`src/sv/acss_pkg.sv`:
```
package acss_pkg;

    // Default sizing, handed to the top level parameters
    localparam int CHANNELS_DEF    = 21;
    localparam int SAMPLE_BITS_DEF = 12;

    // Widths fixed by the word formats
    localparam int SAMPLE_W    = 12;
    localparam int CHAN_W      = 5;
    localparam int MS_W        = 16;
    localparam int APB_DATA_W  = 32;
    localparam int APB_ADDR_W  = 3;
    localparam int SAMPLE_W_MAX = 16;

    // Register map, selected by paddr[2]
    localparam logic REG_TIMEOUT = 1'b0;
    localparam logic REG_GAP     = 1'b1;

    // Reset values of the registers
    localparam logic [MS_W-1:0] TIMEOUT_RST = 16'd100;
    localparam logic [MS_W-1:0] GAP_RST     = 16'd1000;

    // Command codes
    typedef enum logic [1:0] {
        CMD_POLL = 2'd0,
        CMD_TICK = 2'd1,
        CMD_DONE = 2'd2,
        CMD_READ = 2'd3
    } t_cmd;

    // Reported phase codes
    localparam logic [1:0] PHASE_IDLE  = 2'd0;
    localparam logic [1:0] PHASE_START = 2'd1;
    localparam logic [1:0] PHASE_WAIT  = 2'd2;
    localparam logic [1:0] PHASE_DONE  = 2'd3;

    // Scan state machine, one-hot
    typedef enum logic [3:0] {
        ST_IDLE  = 4'b0001,
        ST_START = 4'b0010,
        ST_WAIT  = 4'b0100,
        ST_DONE  = 4'b1000
    } t_state;

    // Input word
    typedef struct packed {
        t_cmd                cmd;
        logic [SAMPLE_W-1:0] sample;
        logic [CHAN_W-1:0]   read_channel;
        logic                clear_new;
    } t_in_word;

    // Result word
    typedef struct packed {
        logic                start_conversion;
        logic [CHAN_W-1:0]   conversion_channel;
        logic [1:0]          phase;
        logic                scan_complete;
        logic                timed_out;
        logic [SAMPLE_W-1:0] read_sample;
        logic                read_new;
    } t_out_word;

    // Timing settings from the register block
    typedef struct packed {
        logic [MS_W-1:0] timeout_ms;
        logic [MS_W-1:0] gap_ms;
    } t_cfg;

endpackage

```
`src/sv/adc_channel_scan_sequencer.sv`:
```
// Channel  | Direction | Handshake                 | Word
// ---------+-----------+---------------------------+------------
// in       | input     | i_in_valid / o_in_stall   | t_in_word
// out      | output    | o_out_valid / i_out_stall | t_out_word
// cfg      | input     | APB psel/penable/pready   | 2 x 16 bits
//
// One word a cycle while the output is not stalled: a word is held in
// the input register, is processed in a single pass and lands in the
// output register, from which the result is offered.
// Synchronous active-low reset clears the valid flags, scan state, samples and new flags.
// A stalled output holds the input register; one word stays buffered.
module adc_channel_scan_sequencer
    import acss_pkg::*;
#(
    parameter int CHANNELS    = CHANNELS_DEF,
    parameter int SAMPLE_BITS = SAMPLE_BITS_DEF
) (
    input  logic                  i_clk,
    input  logic                  i_rst_n,
    input  logic                  i_in_valid,
    output logic                  o_in_stall,
    input  t_in_word              i_in_word,
    output logic                  o_out_valid,
    input  logic                  i_out_stall,
    output t_out_word             o_out_word,
    input  logic                  psel,
    input  logic                  penable,
    input  logic                  pwrite,
    input  logic [APB_ADDR_W-1:0] paddr,
    input  logic [APB_DATA_W-1:0] pwdata,
    output logic [APB_DATA_W-1:0] prdata,
    output logic                  pready
);

    logic      r_in_valid;
    t_in_word  r_in_word;
    logic      r_out_valid;
    t_out_word r_out_word;
    logic      advance;
    logic      accept;
    t_cfg      cfg;
    t_out_word result;

    // Word moves on when the output register is free or being emptied
    assign advance    = r_in_valid && (!r_out_valid || !i_out_stall);
    assign o_in_stall = r_in_valid && !advance;
    assign accept     = i_in_valid && !o_in_stall;

    // Input register
    always_ff @(posedge i_clk) begin
        if (!i_rst_n) begin
            r_in_valid <= 1'b0;
        end else if (accept) begin
            r_in_valid <= 1'b1;
        end else if (advance) begin
            r_in_valid <= 1'b0;
        end
    end

    always_ff @(posedge i_clk) begin
        if (accept) begin
            r_in_word <= i_in_word;
        end
    end

    // Output register
    always_ff @(posedge i_clk) begin
        if (!i_rst_n) begin
            r_out_valid <= 1'b0;
        end else if (advance) begin
            r_out_valid <= 1'b1;
        end else if (!i_out_stall) begin
            r_out_valid <= 1'b0;
        end
    end

    always_ff @(posedge i_clk) begin
        if (advance) begin
            r_out_word <= result;
        end
    end

    assign o_out_valid = r_out_valid;
    assign o_out_word  = r_out_word;

    acss_cfg u_cfg (
        .i_clk   (i_clk),
        .i_rst_n (i_rst_n),
        .psel    (psel),
        .penable (penable),
        .pwrite  (pwrite),
        .paddr   (paddr),
        .pwdata  (pwdata),
        .prdata  (prdata),
        .pready  (pready),
        .o_cfg   (cfg)
    );

    acss_core #(
        .CHANNELS    (CHANNELS),
        .SAMPLE_BITS (SAMPLE_BITS)
    ) u_core (
        .i_clk    (i_clk),
        .i_rst_n  (i_rst_n),
        .i_fire   (advance),
        .i_word   (r_in_word),
        .i_cfg    (cfg),
        .o_result (result)
    );

endmodule

```
`src/sv/acss_cfg.sv`:
```
module acss_cfg
    import acss_pkg::*;
(
    input  logic                  i_clk,
    input  logic                  i_rst_n,
    input  logic                  psel,
    input  logic                  penable,
    input  logic                  pwrite,
    input  logic [APB_ADDR_W-1:0] paddr,
    input  logic [APB_DATA_W-1:0] pwdata,
    output logic [APB_DATA_W-1:0] prdata,
    output logic                  pready,
    output t_cfg                  o_cfg
);

    logic [MS_W-1:0] r_timeout;
    logic [MS_W-1:0] r_gap;
    logic            wr_en;

    assign pready = 1'b1;
    assign wr_en  = psel && penable && pwrite && pready;

    // Register writes in the access cycle
    always_ff @(posedge i_clk) begin
        if (!i_rst_n) begin
            r_timeout <= TIMEOUT_RST;
            r_gap     <= GAP_RST;
        end else if (wr_en) begin
            unique case (paddr[2])
                REG_TIMEOUT: r_timeout <= pwdata[MS_W-1:0];
                REG_GAP:     r_gap     <= pwdata[MS_W-1:0];
                default:     ;
            endcase
        end
    end

    // Read-back
    always_comb begin
        prdata = '0;
        unique case (paddr[2])
            REG_TIMEOUT: prdata = APB_DATA_W'(r_timeout);
            REG_GAP:     prdata = APB_DATA_W'(r_gap);
            default:     prdata = '0;
        endcase
    end

    assign o_cfg.timeout_ms = r_timeout;
    assign o_cfg.gap_ms     = r_gap;

endmodule

```
`src/sv/acss_core.sv`:
```
module acss_core
    import acss_pkg::*;
#(
    parameter int CHANNELS    = CHANNELS_DEF,
    parameter int SAMPLE_BITS = SAMPLE_BITS_DEF
) (
    input  logic      i_clk,
    input  logic      i_rst_n,
    input  logic      i_fire,
    input  t_in_word  i_word,
    input  t_cfg      i_cfg,
    output t_out_word o_result
);

    localparam int CNT_W = $clog2(CHANNELS + 1);
    localparam int IDX_W = (CHANNELS > 1) ? $clog2(CHANNELS) : 1;
    localparam logic [CNT_W-1:0]  CH_END   = CNT_W'(CHANNELS);
    localparam logic [CHAN_W:0]   CH_END_R = (CHAN_W + 1)'(CHANNELS);

    t_state                 r_state, n_state;
    logic [CNT_W-1:0]       r_idx, n_idx;
    logic [MS_W-1:0]        r_elapsed, n_elapsed;
    logic [SAMPLE_BITS-1:0] r_store [CHANNELS];
    logic [CHANNELS-1:0]    r_new;

    logic                    idx_end;
    logic                    rd_in_range;
    logic [IDX_W-1:0]        wr_idx;
    logic [IDX_W-1:0]        rd_idx;
    logic [SAMPLE_W_MAX-1:0] smp_ext;
    logic [SAMPLE_W_MAX-1:0] rd_ext;
    logic                    do_store;
    logic                    do_clear;
    logic                    started, complete, tmo;
    logic [1:0]              phase_code;

    assign idx_end     = (r_idx >= CH_END);
    assign rd_in_range = ({1'b0, i_word.read_channel} < CH_END_R);
    assign wr_idx      = r_idx[IDX_W-1:0];
    assign rd_idx      = i_word.read_channel[IDX_W-1:0];
    assign smp_ext     = SAMPLE_W_MAX'(i_word.sample);
    assign rd_ext      = SAMPLE_W_MAX'(r_store[rd_idx]);

    // Next state and result for the word at hand
    always_comb begin
        n_state   = r_state;
        n_idx     = r_idx;
        n_elapsed = r_elapsed;
        started   = 1'b0;
        complete  = 1'b0;
        tmo       = 1'b0;
        do_store  = 1'b0;
        do_clear  = 1'b0;
        unique case (i_word.cmd)
            CMD_POLL: begin
                unique case (r_state)
                    ST_IDLE: begin
                        n_idx   = '0;
                        n_state = ST_START;
                    end
                    ST_START: begin
                        n_elapsed = '0;
                        if (idx_end) begin
                            complete = 1'b1;
                            n_state  = ST_DONE;
                        end else begin
                            started = 1'b1;
                            n_state = ST_WAIT;
                        end
                    end
                    ST_WAIT: begin
                        if (r_elapsed > i_cfg.timeout_ms) begin
                            tmo     = 1'b1;
                            n_state = ST_IDLE;
                        end
                    end
                    ST_DONE: begin
                        if (r_elapsed > i_cfg.gap_ms) begin
                            n_state = ST_IDLE;
                        end
                    end
                    default: n_state = ST_IDLE;
                endcase
            end
            CMD_TICK: begin
                if (r_elapsed != '1) begin
                    n_elapsed = r_elapsed + 1'b1;
                end
            end
            CMD_DONE: begin
                // completion is taken in any phase
                if (idx_end) begin
                    n_state = ST_IDLE;
                end else begin
                    do_store = 1'b1;
                    n_idx    = r_idx + 1'b1;
                    n_state  = ST_START;
                end
            end
            CMD_READ: begin
                do_clear = rd_in_range && i_word.clear_new;
            end
            default: ;
        endcase
    end

    // Reported phase code
    always_comb begin
        unique case (n_state)
            ST_IDLE:  phase_code = PHASE_IDLE;
            ST_START: phase_code = PHASE_START;
            ST_WAIT:  phase_code = PHASE_WAIT;
            ST_DONE:  phase_code = PHASE_DONE;
            default:  phase_code = PHASE_IDLE;
        endcase
    end

    // Result word
    always_comb begin
        o_result                    = '0;
        o_result.start_conversion   = started;
        o_result.conversion_channel = CHAN_W'(n_idx);
        o_result.phase              = phase_code;
        o_result.scan_complete      = complete;
        o_result.timed_out          = tmo;
        if (i_word.cmd == CMD_READ && rd_in_range) begin
            o_result.read_sample = rd_ext[SAMPLE_W-1:0];
            o_result.read_new    = r_new[rd_idx];
        end
    end

    // Scan state
    always_ff @(posedge i_clk) begin
        if (!i_rst_n) begin
            r_state   <= ST_IDLE;
            r_idx     <= '0;
            r_elapsed <= '0;
        end else if (i_fire) begin
            r_state   <= n_state;
            r_idx     <= n_idx;
            r_elapsed <= n_elapsed;
        end
    end

    // Sample store and new flags
    always_ff @(posedge i_clk) begin
        if (!i_rst_n) begin
            for (int i = 0; i < CHANNELS; i++) begin
                r_store[i] <= '0;
            end
            r_new <= '0;
        end else if (i_fire) begin
            if (do_store) begin
                r_store[wr_idx] <= smp_ext[SAMPLE_BITS-1:0];
                r_new[wr_idx]   <= 1'b1;
            end
            if (do_clear) begin
                r_new[rd_idx] <= 1'b0;
            end
        end
    end

endmodule
```
`config.mk`:
```
export PLATFORM = sky130hd
export DESIGN_NAME = adc_channel_scan_sequencer
export DESIGN_NICKNAME = d
export VERILOG_FILES = /design/src/sv/acss_pkg.sv /design/src/sv/adc_channel_scan_sequencer.sv /design/src/sv/acss_cfg.sv /design/src/sv/acss_core.sv
export SDC_FILE = /design/constraint.sdc
export NUM_CORES = 1
export LEC_CHECK = 0
export ABC_AREA = 1
export BUFFER_PORTS_ARGS = -buffer_cell sky130_fd_sc_hd__clkbuf_2
export CAP_MARGIN = 20
export CORE_MARGIN = 10
export CORE_UTILIZATION = 61
export CTS_CLUSTER_SIZE = 16
export DETAILED_ROUTE_END_ITERATION = 7
export GPL_ROUTABILITY_DRIVEN = 0
export PLACE_DENSITY = 0.8
export RECOVER_POWER = 50
export SLEW_MARGIN = 30
export SYNTH_ARGS = -nofsm -noshare
export SYNTH_HDL_FRONTEND = slang
export SYNTH_SLANG_ARGS = --single-unit
```
`constraint.sdc`:
```
create_clock -name i_clk -period 4.7 [get_ports i_clk]
set_clock_uncertainty 0.2 [all_clocks]
set_input_delay 0.47 -clock i_clk [delete_from_list [all_inputs] [get_ports i_clk]]
set_output_delay 0.47 -clock i_clk [all_outputs]
set_load 0.005 [all_outputs]
```
==> flow_summary_export.csv, run 1 <==
group,metric,value,unit
status,status,"finished with violations",
status,violations,"max-capacitance violations, max-slew violations",
sta,clock.fmax,251.6,MHz
clocking,clkTransAtPathRegs,0.06,ns
clocking,clk_latency,0.61,ns
pwr,fin_total_pwr,10.04,mW
clocking,cts_tree,"yes",
finish,nNetsFinal,2251,
global_route,grt_start_max_net_pins,74,
clocking,ctsResizeCount,0,
critical_path,cp_common_cell,"nand2_1",
global_route,grt_overflow,0,
critical_path,worst-endpoint-arrival,4.02,ns
placed_design,dpl.hpwl,34380,um
global_route,track_usage,24.39,%
sta,hold_violations,0,
route,ant_nets,0,
logic_synthesis,yosys_register_bits,507,
route,wl,54470,um
pwr,max-vdd-ir-drop,0.0004356,V
placed_design,dp.cells,2526,
logic_synthesis,syn-instance-count,1973,
critical_path,cp_top_family,"simple AND/OR/NAND/NOR gates",
logic_synthesis,synth_commonest_cells,"edfxtp_1 (427), nor2_1 (312), nand2_1 (275)",
sta,slew_headroom,-20.87,%
worst_hold_path,hold_path_class,"in -> reg",
logic_synthesis,syn_avg_cell_area,11.01,um2
finish,fillers,2435,
critical_path,path_class,"reg -> reg",
route,dr.pass1.iters,8,
route,vias_per_cell,5.965,
finish,area_growth,14.22,%
finish,stdcell_count,2653,
sta,fin_setup_tns,0,ns
finish,drive_gt1_share,7.436,%
sta,setup_viol,0,
global_route,antenna_found_initial,1,
logic_synthesis,netlist.area_leader.share,59.05,%
clocking,htreeDepth,2,
finish,finalInstanceArea,24800,um2
logic_synthesis,synth-async-reset-ratio,0,%
floorplanning,num_rows,69,
floorplanning,die_w,208.7,um
sta,hold_ws,0.01647,ns
critical_path,cp_num_buf_inv,4,
logic_synthesis,synth_edf_count,427,
logic_synthesis,synth_ff_type,"edfxtp_1",
clocking,clkSinkCount,507,
floorplanning,dieHeight,208.7,um
logic_synthesis,synth_area_leaders,"edfxtp_1 (59%), dfxtp_1 (7.4%), a22oi_1 (5.7%), nor2_1 (5.4%), nand2_1 (4.8%)",
finish,diodes,0,
sta,period_needed,3.975,ns
placed_design,port-buffer-count,84,
clocking,numCtsBuffers,50,
logic_synthesis,netlist-cell-type-count,44,
clocking,cts_root_buf,"clkbuf_16",
route,drc_errors,0,
logic_synthesis,synth-warning-count,0,
sta,slew_viol_final,29,
floorplanning,core,35310,um2
floorplanning,die_area,43550,um2
pwr,power_density,404.8,nW/um2
sta,period_share,84.57,%
logic_synthesis,synth_top_area_cell,"edfxtp_1",
sta,rsz0062_at_grt,"no",
critical_path,cp.required,4.75,ns
finish,fin_util,70.25,%
placed_design,dpl-instance-area,22760,um2
flow_run,maxCapViolCount,1,
global_route,grt_pass1_wl,84590,um
critical_path,cp_max_fo,13,
placed_design,pre_cts_slack,1.164,ns
sta,layout_setup_ws,0.7251,ns
critical_path,cp_cell_sequence,"inv_1 > ha_1 > inv_1 > o21ai_0 > nand2_1 > nand2_1 > inv_1 > nand2_1 > nor2_8 > nand2_1 > inv_1 > nand3_1 > nand2_1",
floorplanning,ios,120,
route,vias,15825,
floorplanning,start_util,61.50,%
critical_path,cp_slowest_cell,"nand2_1",
logic_synthesis,ys_seq_area_share,66.42,%
logic_synthesis,netlist_area,21720,um2
route,drtIter0Drc,2027,
sta,worstMarginPinSlew,1.813,ns
pwr,p_leak,9.747,nW
logic_synthesis,synth_most_common_cell,"edfxtp_1",
global_route,grt_pass1_vias,15542,
clocking,cts_max_path_buffers,3,
critical_path,critPathMaxStageDelay,0.68,ns
critical_path,crit_path_end_kind,"flip-flop",
critical_path,startpoint_type,"flip-flop",
route,wire_per_inst,20.53,um
sequential cells by signal (all words and copies together) (netlist names), 4 cells and up:
register / flops
u_core.r_store: 384
o_out_word: 23
u_core.r_new: 21
r_in_word: 20
u_cfg.r_gap: 16
u_cfg.r_timeout: 16
u_core.r_elapsed: 16
u_core.r_idx: 5
u_core.r_state: 4
where the power goes:
part,switching (mW),internal [mW]
Sequential,0.0792,5.05
Combinational,0.434,0.157
Clock,1.75,2.58
Total,2.26,7.78
timing repair:
item | in CTS | in global routing
hold buffers | 35 | 0
buffers inserted | 0 | 0
hold endpoints to repair | 47 | 0
layer usage:
layer | routed length [um] | vias to the layer above | global-route usage (%)
met5 | 0 | - | 0
met4 | 2255 | 0 | 11.41
met3 | 4777 | 146 | 4.310
met2 | 27560 | 841 | 42.26
met1 | 19870 | 7625 | 29.03
li1 | - | 7213 | -
cell families (layout without fill, tap and decap cells):
family                   Yosys count  after routing  synth area share (%)
AND/OR/NAND/NOR                  709            709                 13.57
other                              2            125               0.03458
buffers and inverters            279            375                 5.358
flip-flops                       507            507                 66.42
AO/OA/AOI/OAI                    437            437                 12.40
adder cells (fa/ha/maj)           37             37                 2.132
XOR/XNOR                           2              2               0.08068
path summary, 6_finish.rpt:
| kind | start | end | slack, ns | depth (start not counted) |
|---|---|---|---|---|
| min reg2reg | u_core.r_new[14] | u_core.r_new[14] | 0.25 | 2 |
| max | u_core.r_idx[1] | u_core.r_store[10][6] | 0.73 | 13 |
| min | pwdata[12] | u_cfg.r_gap[12] | 0.02 | 3 |
| max reg2reg | u_core.r_idx[1] | u_core.r_store[10][6] | 0.73 | 13 |
worst min-delay path: stages:
cell	delay [ns]
clkbuf_2	0.10
o21ai_0	0.08
a21oi_1	0.12
cell usage in the layout, fill, tap and decap left out, types with 3 or more instances in the layout:
cell type      instances
nand3_1               34
inv_2                  3
clkbuf_16             51
a31oi_1               16
o21ai_0               98
nand4_1               29
a22oi_1              165
inv_1                137
bufinv_16             10
clkinvlp_4             4
a221oi_1               4
clkbuf_1              54
o211ai_1               8
clkbuf_2              44
nor2_4                 5
clkinv_4               4
edfxtp_1             427
dfxtp_1               80
or2_2                 11
clkinv_1               7
conb_1               125
clkinv_2               8
nor3_1                22
ha_1                  37
a21oi_1              132
nand2_1              280
nor2_1               312
buf_4                 12
dlygate4sd3_1         35
nand3b_1               6
nor4_1                 4
area by class of cell:
| type | instances | area [um2] | area share, % |
|---|---|---|---|
| Inverter | 144 | 541.8 | 2.184 |
| Sequential cell | 507 | 14420 | 58.15 |
| Tap cell | 461 | 576.8 | 2.325 |
| Multi-Input combinational cell | 1310 | 6600 | 26.61 |
| Clock inverter | 32 | 484.2 | 1.952 |
| Timing Repair Buffer | 139 | 857.1 | 3.455 |
| Clock buffer | 60 | 1320 | 5.322 |
Power figures use the tool's default switching activity.
==> inputs of run 2 (changes only) <==
Settings changed: ABC_AREA 1 to 0, CORE_UTILIZATION 61 to 54, PLACE_DENSITY 0.8 to 0.75.
Clock period 4.7 ns to 3.19 ns, I/O delays scaled along.
==> flow_summary_export.csv, run 2 <==
group,metric,value,unit
status,status,"finished with violations",
status,violations,"max-capacitance violations, max-slew violations",
clocking,cts_root_buf,"clkbuf_16",
route,drc_errors,0,
finish,nNetsFinal,1741,
logic_synthesis,syn_avg_cell_area,12.97,um2
sta,setup_viol,0,
global_route,antenna_found_initial,3,
finish,fin_util,63.57,%
logic_synthesis,synth-async-reset-ratio,0,%
finish,largest_register_ffs,288,
critical_path,rrSetupSlack,0.10,ns
critical_path,cp.required,3.29,ns
sta,clock.fmax,324.0,MHz
sta,worstMarginPinSlew,1.762,ns
floorplanning,num_rows,68,
finish,multi_input_area,6954,um2
clocking,post_cts_buffers,0,
placed_design,dpl.hpwl,31690,um
critical_path,worst-endpoint-arrival,3.19,ns
sta,fin_setup_tns,0,ns
finish,top_register,"u_core.r_store",
clocking,clkTransAtPathRegs,0.06,ns
sta,slew_headroom,-17.50,%
clocking,htreeDepth,2,
critical_path,startpoint_type,"flip-flop",
floorplanning,core,34800,um2
flow_run,maxCapViolCount,2,
sta,period_needed,3.087,ns
worst_hold_path,hold_path_class,"in -> reg",
placed_design,port-buffer-count,84,
floorplanning,ios,120,
sta,rsz0062_at_grt,"no",
logic_synthesis,syn-instance-count,1478,
floorplanning,start_util,55.07,%
sta,hold_violations,0,
route,wl,48430,um
logic_synthesis,synth_most_common_cell,"edfxtp_1",
global_route,track_usage,22.02,%
route,ant_nets,0,
pwr,max-vdd-ir-drop,0.0004219,V
finish,finalInstanceArea,22120,um2
floorplanning,die_w,208.4,um
route,vias_per_cell,5.860,
logic_synthesis,netlist_area,19160,um2
global_route,grt_pass1_vias,12898,
logic_synthesis,ys_seq_area_share,60.22,%
logic_synthesis,synth_commonest_cells,"edfxtp_1 (331), and2_1 (252), nand2_1 (109)",
logic_synthesis,synth_area_leaders,"edfxtp_1 (52%), mux4_2 (10%), dfxtp_1 (8.4%), and2_1 (8.2%), ha_1 (2.4%)",
route,dr.max_layer_used,"met5",
global_route,grt_pass1_wl,74740,um
sta,hold_ws,0.05449,ns
route,dr.pass1.iters,5,
pwr,p_leak,8.096,nW
clocking,clk_latency,0.58,ns
finish,area_growth,15.43,%
route,wl_met2,23860,um
pwr,fin_total_pwr,12.14,mW
route,wl_met3,4007,um
route,vias,12499,
clocking,cts_tree,"yes",
sta,slew_viol_final,55,
placed_design,dpl-instance-area,20380,um2
clocking,numCtsBuffers,45,
sta,period_share,96.77,%
clocking,cts_max_path_buffers,3,
critical_path,cp_max_fo,21,
logic_synthesis,synth-warning-count,0,
logic_synthesis,netlist.area_leader.share,51.87,%
finish,ff_latch_area,11540,um2
critical_path,crit_path_end_kind,"flip-flop",
floorplanning,dieHeight,208.4,um
logic_synthesis,synth_edf_count,331,
finish,fillers,2546,
finish,drive_gt1_share,18.72,%
logic_synthesis,synth_top_area_cell,"edfxtp_1",
logic_synthesis,yosys_register_bits,411,
global_route,grt_overflow,0,
logic_synthesis,netlist-cell-type-count,62,
finish,final_cell_mix,"edfxtp_1 (331), and2_1 (196), nand2_1 (109)",
critical_path,path_class,"reg -> reg",
floorplanning,die_area,43420,um2
global_route,grt_start_max_net_pins,44,
finish,final_common_cell,"edfxtp_1",
route,wl_met1,18580,um
pwr,power_density,548.9,nW/um2
route,wire_per_inst,22.71,um
logic_synthesis,synth_ff_type,"edfxtp_1",
route,drtIter0Drc,1013,
clocking,clkSinkCount,411,
==> run 2: cell types whose count changed after synthesis, sizes merged, moves of 16 or more <==
cell    change
and2      +252
nor2      -218
nand2     -170
a22oi     -161
inv        -98
edfxtp     -96
mux4       +86
a21oi      -73
o21ai      -35
buf        -22
o221a      +17
nand4      -16
==> run 2: routing by layer <==
layer  GRT usage (%)  up-vias
li1                -     5674
met1           27.10     6146
met2           36.58      553
met3           5.107      124
met4           9.265        2
met5               0        -
==> run 2: logic make-up (layout without fill, tap and decap cells) <==
kind of cell,count (synthesis),count (layout),synth area share [%]
and+or+nand+nor,561,561,15.76
DFF,411,411,60.22
AOI/OAI and AO/OA,180,180,5.844
buffers and inverters,170,342,4.015
muxes,104,104,11.11
adders and majority gates,37,37,2.416
xor gates and xnor gates,13,13,0.5942
other,2,30,0.03919
==> run 2: layout make-up <==
cell class                 instances  share of cell area (%)
clock inverter                    18                  0.9276
antenna                            1                 0.01131
inverter                          45                  0.7636
clock buffer                      64                   5.882
sequential                       411                   52.18
tap                              455                   2.574
multi-input combinational        924                   31.44
timing repair buffer             215                   6.227
==> run 2: worst paths after layout <==
path                            depth (start not counted)                 from                  end
worst max-delay path                                    6         r_in_word[2]        o_out_word[2]
worst min-delay path                                    5              penable  u_cfg.r_timeout[11]
worst max register to register                          6         r_in_word[2]        o_out_word[2]
worst min register to register                          2  u_cfg.r_timeout[10]  u_cfg.r_timeout[10]
==> run 2: worst max-delay path, cell delays in order, from the launching register on <==
cell	delay, ns
edfxtp_1	0.86
buf_12	0.28
clkbuf_2	0.34
mux4_2	0.41
mux4_2	0.53
a21oi_1	0.17
nor2_1	0.05
==> run 2: power breakdown <==
group          internal, mW  switching (mW)  total [mW]
clock network          3.17            2.13        5.31
logic                 0.324           0.440       0.764
registers              5.95           0.127        6.07
total                  9.44            2.70        12.1
==> run 2: what timing repair did <==
| item | 4_1_cts | 5_1_grt |
|---|---|---|
| hold buffers | 38 | 0 |
| setup endpoints to repair | 0 | 113 |
| hold endpoints to repair | 54 | 0 |
| gates resized for setup | 0 | 3 |
==> run 2: stage by stage <==
stage | std cells | worst slack, ns
after floorplan | 1505 | -0.2058
after global placement | 2009 | 0.2611
after detailed placement | 2009 | 0.1991
after CTS | 2129 | 0.1826
after global routing | 2133 | 0.02882
final | 2133 | 0.1031
